<file path="src/design/ttl_key_value_table_defines.svh">
// ============================================================================
// ttl_key_value_table_defines.svh
// Assertion macros used by the key-value table top level.
// ============================================================================
`ifndef TTL_KEY_VALUE_TABLE_DEFINES_SVH
`define TTL_KEY_VALUE_TABLE_DEFINES_SVH

// Check a consequent in the same cycle as its antecedent.
`define TTL_ASSERT_SAME(label, clk, rst, ante, cons) \
   label: assert property (@(posedge clk) disable iff (rst) (ante) |-> (cons)) \
      else $error("%m: same-cycle check failed");

// Check a consequent in the cycle after its antecedent.
`define TTL_ASSERT_NEXT(label, clk, rst, ante, cons) \
   label: assert property (@(posedge clk) disable iff (rst) (ante) |=> (cons)) \
      else $error("%m: next-cycle check failed");

`endif

</file>
<file path="src/design/ttl_pkg.sv">
// ============================================================================
// ttl_pkg
// Types, constants and opcodes shared by the key-value table modules.
// ============================================================================
package ttl_pkg;

   // Table capacity and derived widths
   localparam int ENTRIES = 16;
   localparam int IDX_W   = $clog2(ENTRIES);
   localparam int CNT_W   = IDX_W + 1;
   localparam int LIVE_W  = 5;
   localparam int EXP_W   = 33;

   localparam logic [CNT_W-1:0]  SCAN_LAST = CNT_W'(ENTRIES);
   localparam logic [LIVE_W-1:0] COUNT_MAX = {LIVE_W{1'b1}};

   // Operation codes
   localparam logic [1:0] FUNC_SET   = 2'd0;
   localparam logic [1:0] FUNC_GET   = 2'd1;
   localparam logic [1:0] FUNC_COUNT = 2'd2;

   typedef struct packed {
      logic [1:0]  func;
      logic [31:0] key;
      logic [31:0] value;
      logic [15:0] duration;
      logic [31:0] now;
   } req_type;

   typedef struct packed {
      logic              existed;
      logic              hit;
      logic [31:0]       value_out;
      logic [LIVE_W-1:0] live_count;
      logic              overflow;
   } rsp_type;

   // One stored slot
   typedef struct packed {
      logic [31:0]      key;
      logic [31:0]      value;
      logic [EXP_W-1:0] expiry;
   } slot_type;

   typedef enum logic [1:0] {
      ST_IDLE,
      ST_SCAN,
      ST_FINISH
   } state_type;

   // Controller to datapath
   typedef struct packed {
      logic load;
      logic step;
      logic finish;
   } cmd_type;

   // Datapath to controller
   typedef struct packed {
      logic scan_done;
      logic rsp_room;
   } status_type;

endpackage

</file>
<file path="src/design/ttl_ram.sv">
// ============================================================================
// ttl_ram
// Generic single-write, single-read RAM with registered read data.
// ============================================================================
module ttl_ram #(
   parameter int WIDTH = 8,
   parameter int DEPTH = 16
) (
   input  logic                     clock,
   input  logic                     wr_en,
   input  logic [$clog2(DEPTH)-1:0] wr_addr,
   input  logic [WIDTH-1:0]         wr_data,
   input  logic                     rd_en,
   input  logic [$clog2(DEPTH)-1:0] rd_addr,
   output logic [WIDTH-1:0]         rd_data
);

   logic [WIDTH-1:0] mem_ff [DEPTH];
   logic [WIDTH-1:0] rd_data_ff;

   // Write port
   always_ff @(posedge clock) begin
      if (wr_en) begin
         mem_ff[wr_addr] <= wr_data;
      end
   end

   // Registered read port
   always_ff @(posedge clock) begin
      if (rd_en) begin
         rd_data_ff <= mem_ff[rd_addr];
      end
   end

   assign rd_data = rd_data_ff;

endmodule

</file>
<file path="src/design/ttl_ctrl.sv">
// ============================================================================
// ttl_ctrl
// Request sequencer: accept, scan all slots, then finish and post the response.
// ============================================================================
module ttl_ctrl (
   input  logic                clock,
   input  logic                reset,
   input  logic                req_valid,
   output logic                req_ready,
   input  ttl_pkg::status_type status,
   output ttl_pkg::cmd_type    cmd
);

   ttl_pkg::state_type state_ff;
   ttl_pkg::state_type state_in;

   // Next state
   always_comb begin
      state_in = state_ff;
      case (state_ff)
         ttl_pkg::ST_IDLE: begin
            if (req_valid) begin
               state_in = ttl_pkg::ST_SCAN;
            end
         end
         ttl_pkg::ST_SCAN: begin
            if (status.scan_done) begin
               state_in = ttl_pkg::ST_FINISH;
            end
         end
         ttl_pkg::ST_FINISH: begin
            if (status.rsp_room) begin
               state_in = ttl_pkg::ST_IDLE;
            end
         end
         default: begin
            state_in = ttl_pkg::ST_IDLE;
         end
      endcase
   end

   // Outputs
   always_comb begin
      req_ready  = 1'b0;
      cmd        = '0;
      case (state_ff)
         ttl_pkg::ST_IDLE: begin
            req_ready = 1'b1;
            cmd.load  = req_valid;
         end
         ttl_pkg::ST_SCAN: begin
            cmd.step = 1'b1;
         end
         ttl_pkg::ST_FINISH: begin
            cmd.finish = status.rsp_room;
         end
         default: begin
            req_ready = 1'b0;
         end
      endcase
   end

   always_ff @(posedge clock) begin
      if (reset) begin
         state_ff <= ttl_pkg::ST_IDLE;
      end else begin
         state_ff <= state_in;
      end
   end

endmodule

</file>
<file path="src/design/ttl_datapath.sv">
// ============================================================================
// ttl_datapath
// Request register, slot RAM, one-slot-per-cycle scan and response register.
// ============================================================================
module ttl_datapath (
   input  logic                 clock,
   input  logic                 reset,
   input  ttl_pkg::req_type     req_data,
   output ttl_pkg::rsp_type     rsp_data,
   output logic                 rsp_valid,
   input  logic                 rsp_ready,
   input  ttl_pkg::cmd_type     cmd,
   output ttl_pkg::status_type  status
);

   localparam int SLOT_W = $bits(ttl_pkg::slot_type);

   ttl_pkg::req_type            req_ff, req_in;
   logic [ttl_pkg::CNT_W-1:0]   cnt_ff, cnt_in;
   logic                        chk_vld_ff, chk_vld_in;
   logic [ttl_pkg::IDX_W-1:0]   chk_idx_ff, chk_idx_in;
   logic [ttl_pkg::CNT_W-1:0]   fill_ff, fill_in;
   logic                        match_found_ff, match_found_in;
   logic [ttl_pkg::IDX_W-1:0]   match_idx_ff, match_idx_in;
   logic [31:0]                 match_value_ff, match_value_in;
   logic                        free_found_ff, free_found_in;
   logic [ttl_pkg::IDX_W-1:0]   free_idx_ff, free_idx_in;
   logic [ttl_pkg::LIVE_W-1:0]  live_cnt_ff, live_cnt_in;
   ttl_pkg::rsp_type            rsp_ff, rsp_in;
   logic                        rsp_valid_ff, rsp_valid_in;

   logic                        rd_en;
   logic [SLOT_W-1:0]           rd_data;
   ttl_pkg::slot_type           slot;
   logic                        slot_live;
   logic                        key_hit;
   logic                        wr_en;
   logic [ttl_pkg::IDX_W-1:0]   wr_addr;
   ttl_pkg::slot_type           wr_slot;
   logic                        is_set;
   ttl_pkg::rsp_type            rsp_new;
   logic                        scan_more;

   // Issue one slot read per scan cycle
   assign scan_more = (cnt_ff != ttl_pkg::SCAN_LAST);
   assign rd_en     = cmd.step && scan_more;

   ttl_ram #(
      .WIDTH (SLOT_W),
      .DEPTH (ttl_pkg::ENTRIES)
   ) u_slot_ram (
      .clock   (clock),
      .wr_en   (wr_en),
      .wr_addr (wr_addr),
      .wr_data (SLOT_W'(wr_slot)),
      .rd_en   (rd_en),
      .rd_addr (cnt_ff[ttl_pkg::IDX_W-1:0]),
      .rd_data (rd_data)
   );

   // Classify the slot returned by the RAM; slots fill from zero upward
   assign slot      = ttl_pkg::slot_type'(rd_data);
   assign slot_live = chk_vld_ff && ({1'b0, chk_idx_ff} < fill_ff)
                      && (slot.expiry > {1'b0, req_ff.now});
   assign key_hit   = slot_live && (slot.key == req_ff.key);

   // Write back on a set that found its key or a reusable slot
   assign is_set  = (req_ff.func == ttl_pkg::FUNC_SET);
   assign wr_en   = cmd.finish && is_set && (match_found_ff || free_found_ff);
   assign wr_addr = match_found_ff ? match_idx_ff : free_idx_ff;
   always_comb begin
      wr_slot.key    = req_ff.key;
      wr_slot.value  = req_ff.value;
      wr_slot.expiry = {1'b0, req_ff.now} + ttl_pkg::EXP_W'(req_ff.duration);
   end

   // Build the response for the held request
   always_comb begin
      rsp_new = '0;
      case (req_ff.func)
         ttl_pkg::FUNC_SET: begin
            rsp_new.existed  = match_found_ff;
            rsp_new.overflow = !match_found_ff && !free_found_ff;
         end
         ttl_pkg::FUNC_GET: begin
            rsp_new.hit       = match_found_ff;
            rsp_new.value_out = match_found_ff ? match_value_ff : 32'd0;
         end
         ttl_pkg::FUNC_COUNT: begin
            rsp_new.live_count = live_cnt_ff;
         end
         default: begin
            rsp_new = '0;
         end
      endcase
   end

   // Next-state logic of the scan and output registers
   always_comb begin
      req_in         = req_ff;
      cnt_in         = cnt_ff;
      chk_vld_in     = 1'b0;
      chk_idx_in     = cnt_ff[ttl_pkg::IDX_W-1:0];
      fill_in        = fill_ff;
      match_found_in = match_found_ff;
      match_idx_in   = match_idx_ff;
      match_value_in = match_value_ff;
      free_found_in  = free_found_ff;
      free_idx_in    = free_idx_ff;
      live_cnt_in    = live_cnt_ff;
      rsp_in         = rsp_ff;
      rsp_valid_in   = rsp_valid_ff && !rsp_ready;

      // Capture the request and clear the scan results
      if (cmd.load) begin
         req_in         = req_data;
         cnt_in         = '0;
         match_found_in = 1'b0;
         free_found_in  = 1'b0;
         live_cnt_in    = '0;
      end

      // Advance the read pointer
      if (rd_en) begin
         cnt_in     = cnt_ff + 1'b1;
         chk_vld_in = 1'b1;
      end

      // Keep the lowest live match and the lowest reusable slot
      if (key_hit && !match_found_ff) begin
         match_found_in = 1'b1;
         match_idx_in   = chk_idx_ff;
         match_value_in = slot.value;
      end
      if (chk_vld_ff && !slot_live && !free_found_ff) begin
         free_found_in = 1'b1;
         free_idx_in   = chk_idx_ff;
      end
      if (slot_live && (live_cnt_ff != ttl_pkg::COUNT_MAX)) begin
         live_cnt_in = live_cnt_ff + 1'b1;
      end

      // Grow the fill mark when a never-used slot is taken
      if (wr_en && !match_found_ff && ({1'b0, free_idx_ff} == fill_ff)) begin
         fill_in = fill_ff + 1'b1;
      end

      // Post the response
      if (cmd.finish) begin
         rsp_in       = rsp_new;
         rsp_valid_in = 1'b1;
      end
   end

   // Payload registers
   always_ff @(posedge clock) begin
      req_ff         <= req_in;
      chk_idx_ff     <= chk_idx_in;
      match_found_ff <= match_found_in;
      match_idx_ff   <= match_idx_in;
      match_value_ff <= match_value_in;
      free_found_ff  <= free_found_in;
      free_idx_ff    <= free_idx_in;
      live_cnt_ff    <= live_cnt_in;
      rsp_ff         <= rsp_in;
   end

   // Control registers
   always_ff @(posedge clock) begin
      if (reset) begin
         cnt_ff       <= '0;
         chk_vld_ff   <= 1'b0;
         fill_ff      <= '0;
         rsp_valid_ff <= 1'b0;
      end else begin
         cnt_ff       <= cnt_in;
         chk_vld_ff   <= chk_vld_in;
         fill_ff      <= fill_in;
         rsp_valid_ff <= rsp_valid_in;
      end
   end

   assign status.scan_done = cmd.step && !scan_more;
   assign status.rsp_room  = !rsp_valid_ff || rsp_ready;
   assign rsp_data         = rsp_ff;
   assign rsp_valid        = rsp_valid_ff;

endmodule

</file>
<file path="src/design/ttl_key_value_table.sv">
// ============================================================================
// ttl_key_value_table
// Key-value table with per-entry expiry times, scanned one slot per cycle.
// ============================================================================
// Usage:
//   Requests arrive on req_valid/req_ready with req_data (func, key, value,
//   duration, now). func selects set, get or count; now must not decrease.
//   Each request gives exactly one response on rsp_valid/rsp_ready with
//   rsp_data (existed, hit, value_out, live_count, overflow); fields that do
//   not belong to the operation read zero.
//   After acceptance the slot RAM's single read port visits every slot once;
//   each read is registered before its slot is checked, and a finish step
//   then writes back and posts the result. A new request is taken only
//   after the last one's response has been posted, as the controller
//   returns to idle to take it. req_ready is high only while idle.
//   Stall: the response waits in an output register, so the next request is
//   taken and scanned meanwhile; it only waits at its end for that register.
//   Reset: synchronous, active high; the table reads empty right after reset
//   with no clearing pass, as slots are tracked by a fill mark.
// ============================================================================
`include "ttl_key_value_table_defines.svh"

module ttl_key_value_table (
   input  logic             clock,
   input  logic             reset,
   input  logic             req_valid,
   output logic             req_ready,
   input  ttl_pkg::req_type req_data,
   output logic             rsp_valid,
   input  logic             rsp_ready,
   output ttl_pkg::rsp_type rsp_data
);

   ttl_pkg::cmd_type    cmd;
   ttl_pkg::status_type status;

   ttl_ctrl u_ctrl (
      .clock     (clock),
      .reset     (reset),
      .req_valid (req_valid),
      .req_ready (req_ready),
      .status    (status),
      .cmd       (cmd)
   );

   ttl_datapath u_datapath (
      .clock     (clock),
      .reset     (reset),
      .req_data  (req_data),
      .rsp_data  (rsp_data),
      .rsp_valid (rsp_valid),
      .rsp_ready (rsp_ready),
      .cmd       (cmd),
      .status    (status)
   );

   // An accepted request starts its scan at once and blocks further requests
   `TTL_ASSERT_NEXT(a_accept_starts_scan, clock, reset, req_valid && req_ready, cmd.step && !req_ready)

   // A response is never posted over one that is still waiting
   `TTL_ASSERT_SAME(a_finish_has_room, clock, reset, cmd.finish, !rsp_valid || rsp_ready)

   // Posting a response raises valid on the next cycle
   `TTL_ASSERT_NEXT(a_finish_posts, clock, reset, cmd.finish, rsp_valid)

endmodule
</file>
<file path="config.mk">
export PLATFORM = sky130hd
export DESIGN_NAME = ttl_key_value_table
export DESIGN_NICKNAME = d
export VERILOG_FILES = /design/src/design/ttl_pkg.sv /design/src/design/ttl_ram.sv /design/src/design/ttl_ctrl.sv /design/src/design/ttl_datapath.sv /design/src/design/ttl_key_value_table.sv
export VERILOG_INCLUDE_DIRS = /design/src /design/src/design
export SDC_FILE = /design/constraint.sdc
export NUM_CORES = 2
export LEC_CHECK = 0
export ABC_AREA = 0
export BUFFER_PORTS_ARGS = -buffer_cell sky130_fd_sc_hd__buf_2
export CORE_MARGIN = 2
export CORE_UTILIZATION = 30
export DETAILED_ROUTE_END_ITERATION = 6
export PLACE_DENSITY = 0.5
export SYNTH_ARGS = -nofsm -noshare
export SYNTH_HDL_FRONTEND = slang
export SYNTH_SLANG_ARGS = --single-unit
</file>
<file path="constraint.sdc">
create_clock -name clock -period 18.3 [get_ports clock]
set_clock_uncertainty 0.05 [all_clocks]
set_input_delay 3.66 -clock clock [delete_from_list [all_inputs] [get_ports clock]]
set_output_delay 3.66 -clock clock [all_outputs]
set_load 0.05 [all_outputs]
</file>
==> reports/results.tsv <==
stage	metric	value	unit
status	outcome	complete, no violations	
clock_tree	cts-root-buf	clkbuf_16	
route	drt-total-wl	169500	um
critical_path	cp_max_fo	38	
placed_design	hpwlAfterDp	91390	um
critical_path	timing.rr.start	u_datapath.cnt_ff[0]	
critical_path	start_kind	input port	
yosys	ys_seq_area_share	78.83	%
clock_tree	cts_sinks	1868	
critical_path	r2r_end	u_datapath.u_slot_ram.rd_data[54]	
route	firstDrtPassIters	5	
global_route	antenna_found_initial	12	
floorplanning	die_w	490.2	um
finish	final_common_cell	edfxtp_1	
pwr	power_density	111.2	nW/um^2
pwr	power	9.133	mW
critical_path	cpMostUsedCell	buf_4	
route	wl_per_cell	25.66	um
clock_tree	clkLatencyLatePin	0.85	ns
floorplanning	coreArea	235200	um^2
finish	drive_gt1_share	29.89	%
critical_path	arrival	7.32	ns
yosys	synthCells	2972	
sta	slew_violations	0	
yosys	ys.flop_type	edfxtp_1	
route	via_per_inst	4.748	
global_route	grt_start_max_net_pins	126	
yosys	synth_edf_count	1848	
critical_path	crit_slowest_cell	nor2_4	
global_route	gr-usage-all-layers	13.96	%
sta	worstMarginPinSlew	1.304	ns
sta	finalCriticalPeriod	6.907	ns
floorplanning	rows	178	
critical_path	cp_cell_sequence	buf_2 -> nor2b_1 -> buf_4 -> a2111oi_4 -> nand2_1 -> nor2_4 -> buf_4 -> buf_4	
route	antenna_left	0	
yosys	async_flop_share	0	%
critical_path	critPathBufInv	4	
hold_path	worstHoldPathType	register to register	
floorplanning	ios	160	
yosys	syn-num-nets	3147	
global_route	grt_pass1_vias	33150	
yosys	yosysWarnings	0	
yosys	ys_ff_latch	1868	
sta	setup_violations	0	
floorplanning	die_h	490.2	um
clock_tree	path_clk_slew	0.06	ns
hold_path	whs_endpoint	u_datapath.match_value_ff[25]	
sta	period_share	37.74	%
clock_tree	cts_tree	done	
global_route	grt_pass1_wl	243600	um
critical_path	cpPeakStageDelay	0.87	ns
critical_path	reg2reg_depth	5	
pwr	p_leak	24.95	nW
clock_tree	hold_buffers	0	
finish	final_cell_mix	1848 x edfxtp_1, 485 x mux4_2, 195 x clkbuf_16	
sta	fin_tns_setup	0	ns
sta	final_hold_viol_count	0	
route	drt_iter0_drc	2653	
critical_path	crit_family	buffers and inverters	
hold_path	holdCritStartpoint	u_datapath.u_slot_ram.rd_data[58]	
clock_tree	cts_setup_buffers	0	
clock_tree	numCtsBuffers	195	
yosys	synth_cell_type_count	66	
route	vias	31360	
critical_path	critPathLaunch	rsp_ready	
placed_design	port_buffers	159	
clock_tree	cts_buffer_depth	3	
pwr	irDropWorstVdd	0.09931	mV
finish	nets	3458	
hold_path	min_path_cells	0	
placed_design	gp_congestion	0.7412	
clock_tree	cts_max_level	4	
critical_path	path_class	input port to register	
flow_run	max_cap_viol_count	0	
critical_path	worst_ep_required_time	18.71	ns
sta	slew_headroom	12.44	%
sta	rsz0062_at_grt	no	
yosys	avgSynthCellArea	23.86	um^2
floorplanning	start_util	30.15	%
critical_path	r2r_slack	13.48	ns
finish	areaGrowthSynthToFinish	15.86	%
critical_path	end_kind	register	
yosys	syn_area	70910	um^2
clock_tree	cts.repair.resized	0	
global_route	gr-total-overflow	0	
route	post-route-drc-count	0	
sta	fmax	144.8	MHz
floorplanning	die_area	240300	um^2
-- where the power goes --
group,switching (mW),internal (mW)
registers,0.0609,4.79
logic,0.222,0.155
clock network,1.70,2.21
-- stage by stage --
stage / util [%] / worst slack (ns) / std cells / cell area [um^2] / hold slack [ns]
2_1_floorplan: - / 9.267 / 2972 / 70910 / 0.2790
3_3_place_gp: 32.21 / 10.44 / 6235 / 75760 / 0.3556
3_5_place_dp: 32.21 / 10.46 / 6235 / 75760 / 0.3577
4_1_cts: 34.91 / 11.40 / 6595 / 82100 / 0.3560
5_1_grt: 34.93 / 11.27 / 6604 / 82150 / 0.3739
6_report: 34.93 / 11.39 / 6605 / 82150 / 0.3660
-- layout make-up --
type | instances | area (um^2)
fillers | 21820 | 153000
flip-flops and latches | 1868 | 55910
multi-input cells | 931 | 14320
clock buffers | 246 | 5111
well taps | 3150 | 3941
repair buffers | 234 | 1413
clock inverters | 114 | 1232
inverters | 53 | 209.0
diodes | 9 | 22.52
-- per-layer routing --
| metal | track usage [%] | wire length [um] | vias up |
|---|---|---|---|
| li1 | - | - | 13300 |
| met1 | 19.28 | 75610 | 17070 |
| met2 | 22.83 | 82930 | 762 |
| met3 | 2.430 | 7174 | 225 |
| met4 | 3.620 | 3755 | 2 |
| met5 | 0 | 12 | - |
-- how the worst max path moves through the flow --
| stage | cells past startpoint | to | slack, ns |
|---|---|---|---|
| floorplan | 4 | u_datapath.u_slot_ram.mem_ff[0][0] | 9.27 |
| global placement | 8 | u_datapath.u_slot_ram.mem_ff[10][73] | 10.44 |
| detailed placement | 8 | u_datapath.u_slot_ram.mem_ff[10][71] | 10.46 |
| CTS | 8 | u_datapath.u_slot_ram.mem_ff[10][76] | 11.40 |
| global route | 8 | u_datapath.u_slot_ram.mem_ff[10][73] | 11.27 |
| finish | 8 | u_datapath.u_slot_ram.mem_ff[10][73] | 11.39 |
-- sequential cells by signal, indices dropped and copies added (netlist names) --
register	count
u_datapath.match_found_ff	1
u_datapath.match_idx_ff	4
u_datapath.free_found_ff	1
u_datapath.req_ff	114
u_datapath.chk_idx_ff	4
u_ctrl.state_ff	2
u_datapath.u_slot_ram.mem_ff	1552
u_datapath.free_idx_ff	4
u_datapath.u_slot_ram.rd_data	97
u_datapath.rsp_valid	1
u_datapath.cnt_ff	5
u_datapath.live_cnt_ff	5
u_datapath.rsp_data	40
u_datapath.fill_ff	5
u_datapath.match_value_ff	32
u_datapath.chk_vld_ff	1
-- Yosys cell counts (3+ instances only) --
library cell     n  area share (%)
xnor2_1         39            0.48
buf_4           29            0.31
o211ai_1         3           0.032
a21o_1           9           0.095
o21a_1           3           0.032
xor2_1          29            0.36
edfxtp_1      1848              78
nand2_1         34            0.18
clkbuf_1        53            0.28
and4_1           5           0.062
a21oi_1         36            0.25
nor3_1          11           0.078
and3_1          11           0.097
nor4_1          10           0.088
nor2b_1          6           0.053
buf_2           14           0.099
dfxtp_1         20            0.56
buf_1           12           0.064
buf_6           12            0.19
a41oi_1          3           0.037
and2_1          37            0.33
o31ai_1          4           0.042
nand3_1         16            0.11
nand4_1         17            0.15
inv_1           50            0.26
mux4_2         485              15
ha_1            56            0.99
o21ai_0         11           0.078
nand2b_1         3           0.026
a211oi_1         7           0.074
a31oi_1          6           0.053
nor2_1          46            0.24
-- cell families after synthesis --
kind of cell             count (synthesis)  synth area share, %
flip-flops                            1868                78.83
AO/OA/AOI/OAI                          108                1.069
buffers and inverters                  173                1.221
adder cells (fa/ha/maj)                 57                1.016
XOR/XNOR                                68               0.8399
AND/OR/NAND/NOR                        211                1.593
multiplexers                           487                15.43
Note: power is estimated with default switching activity, not from simulation.
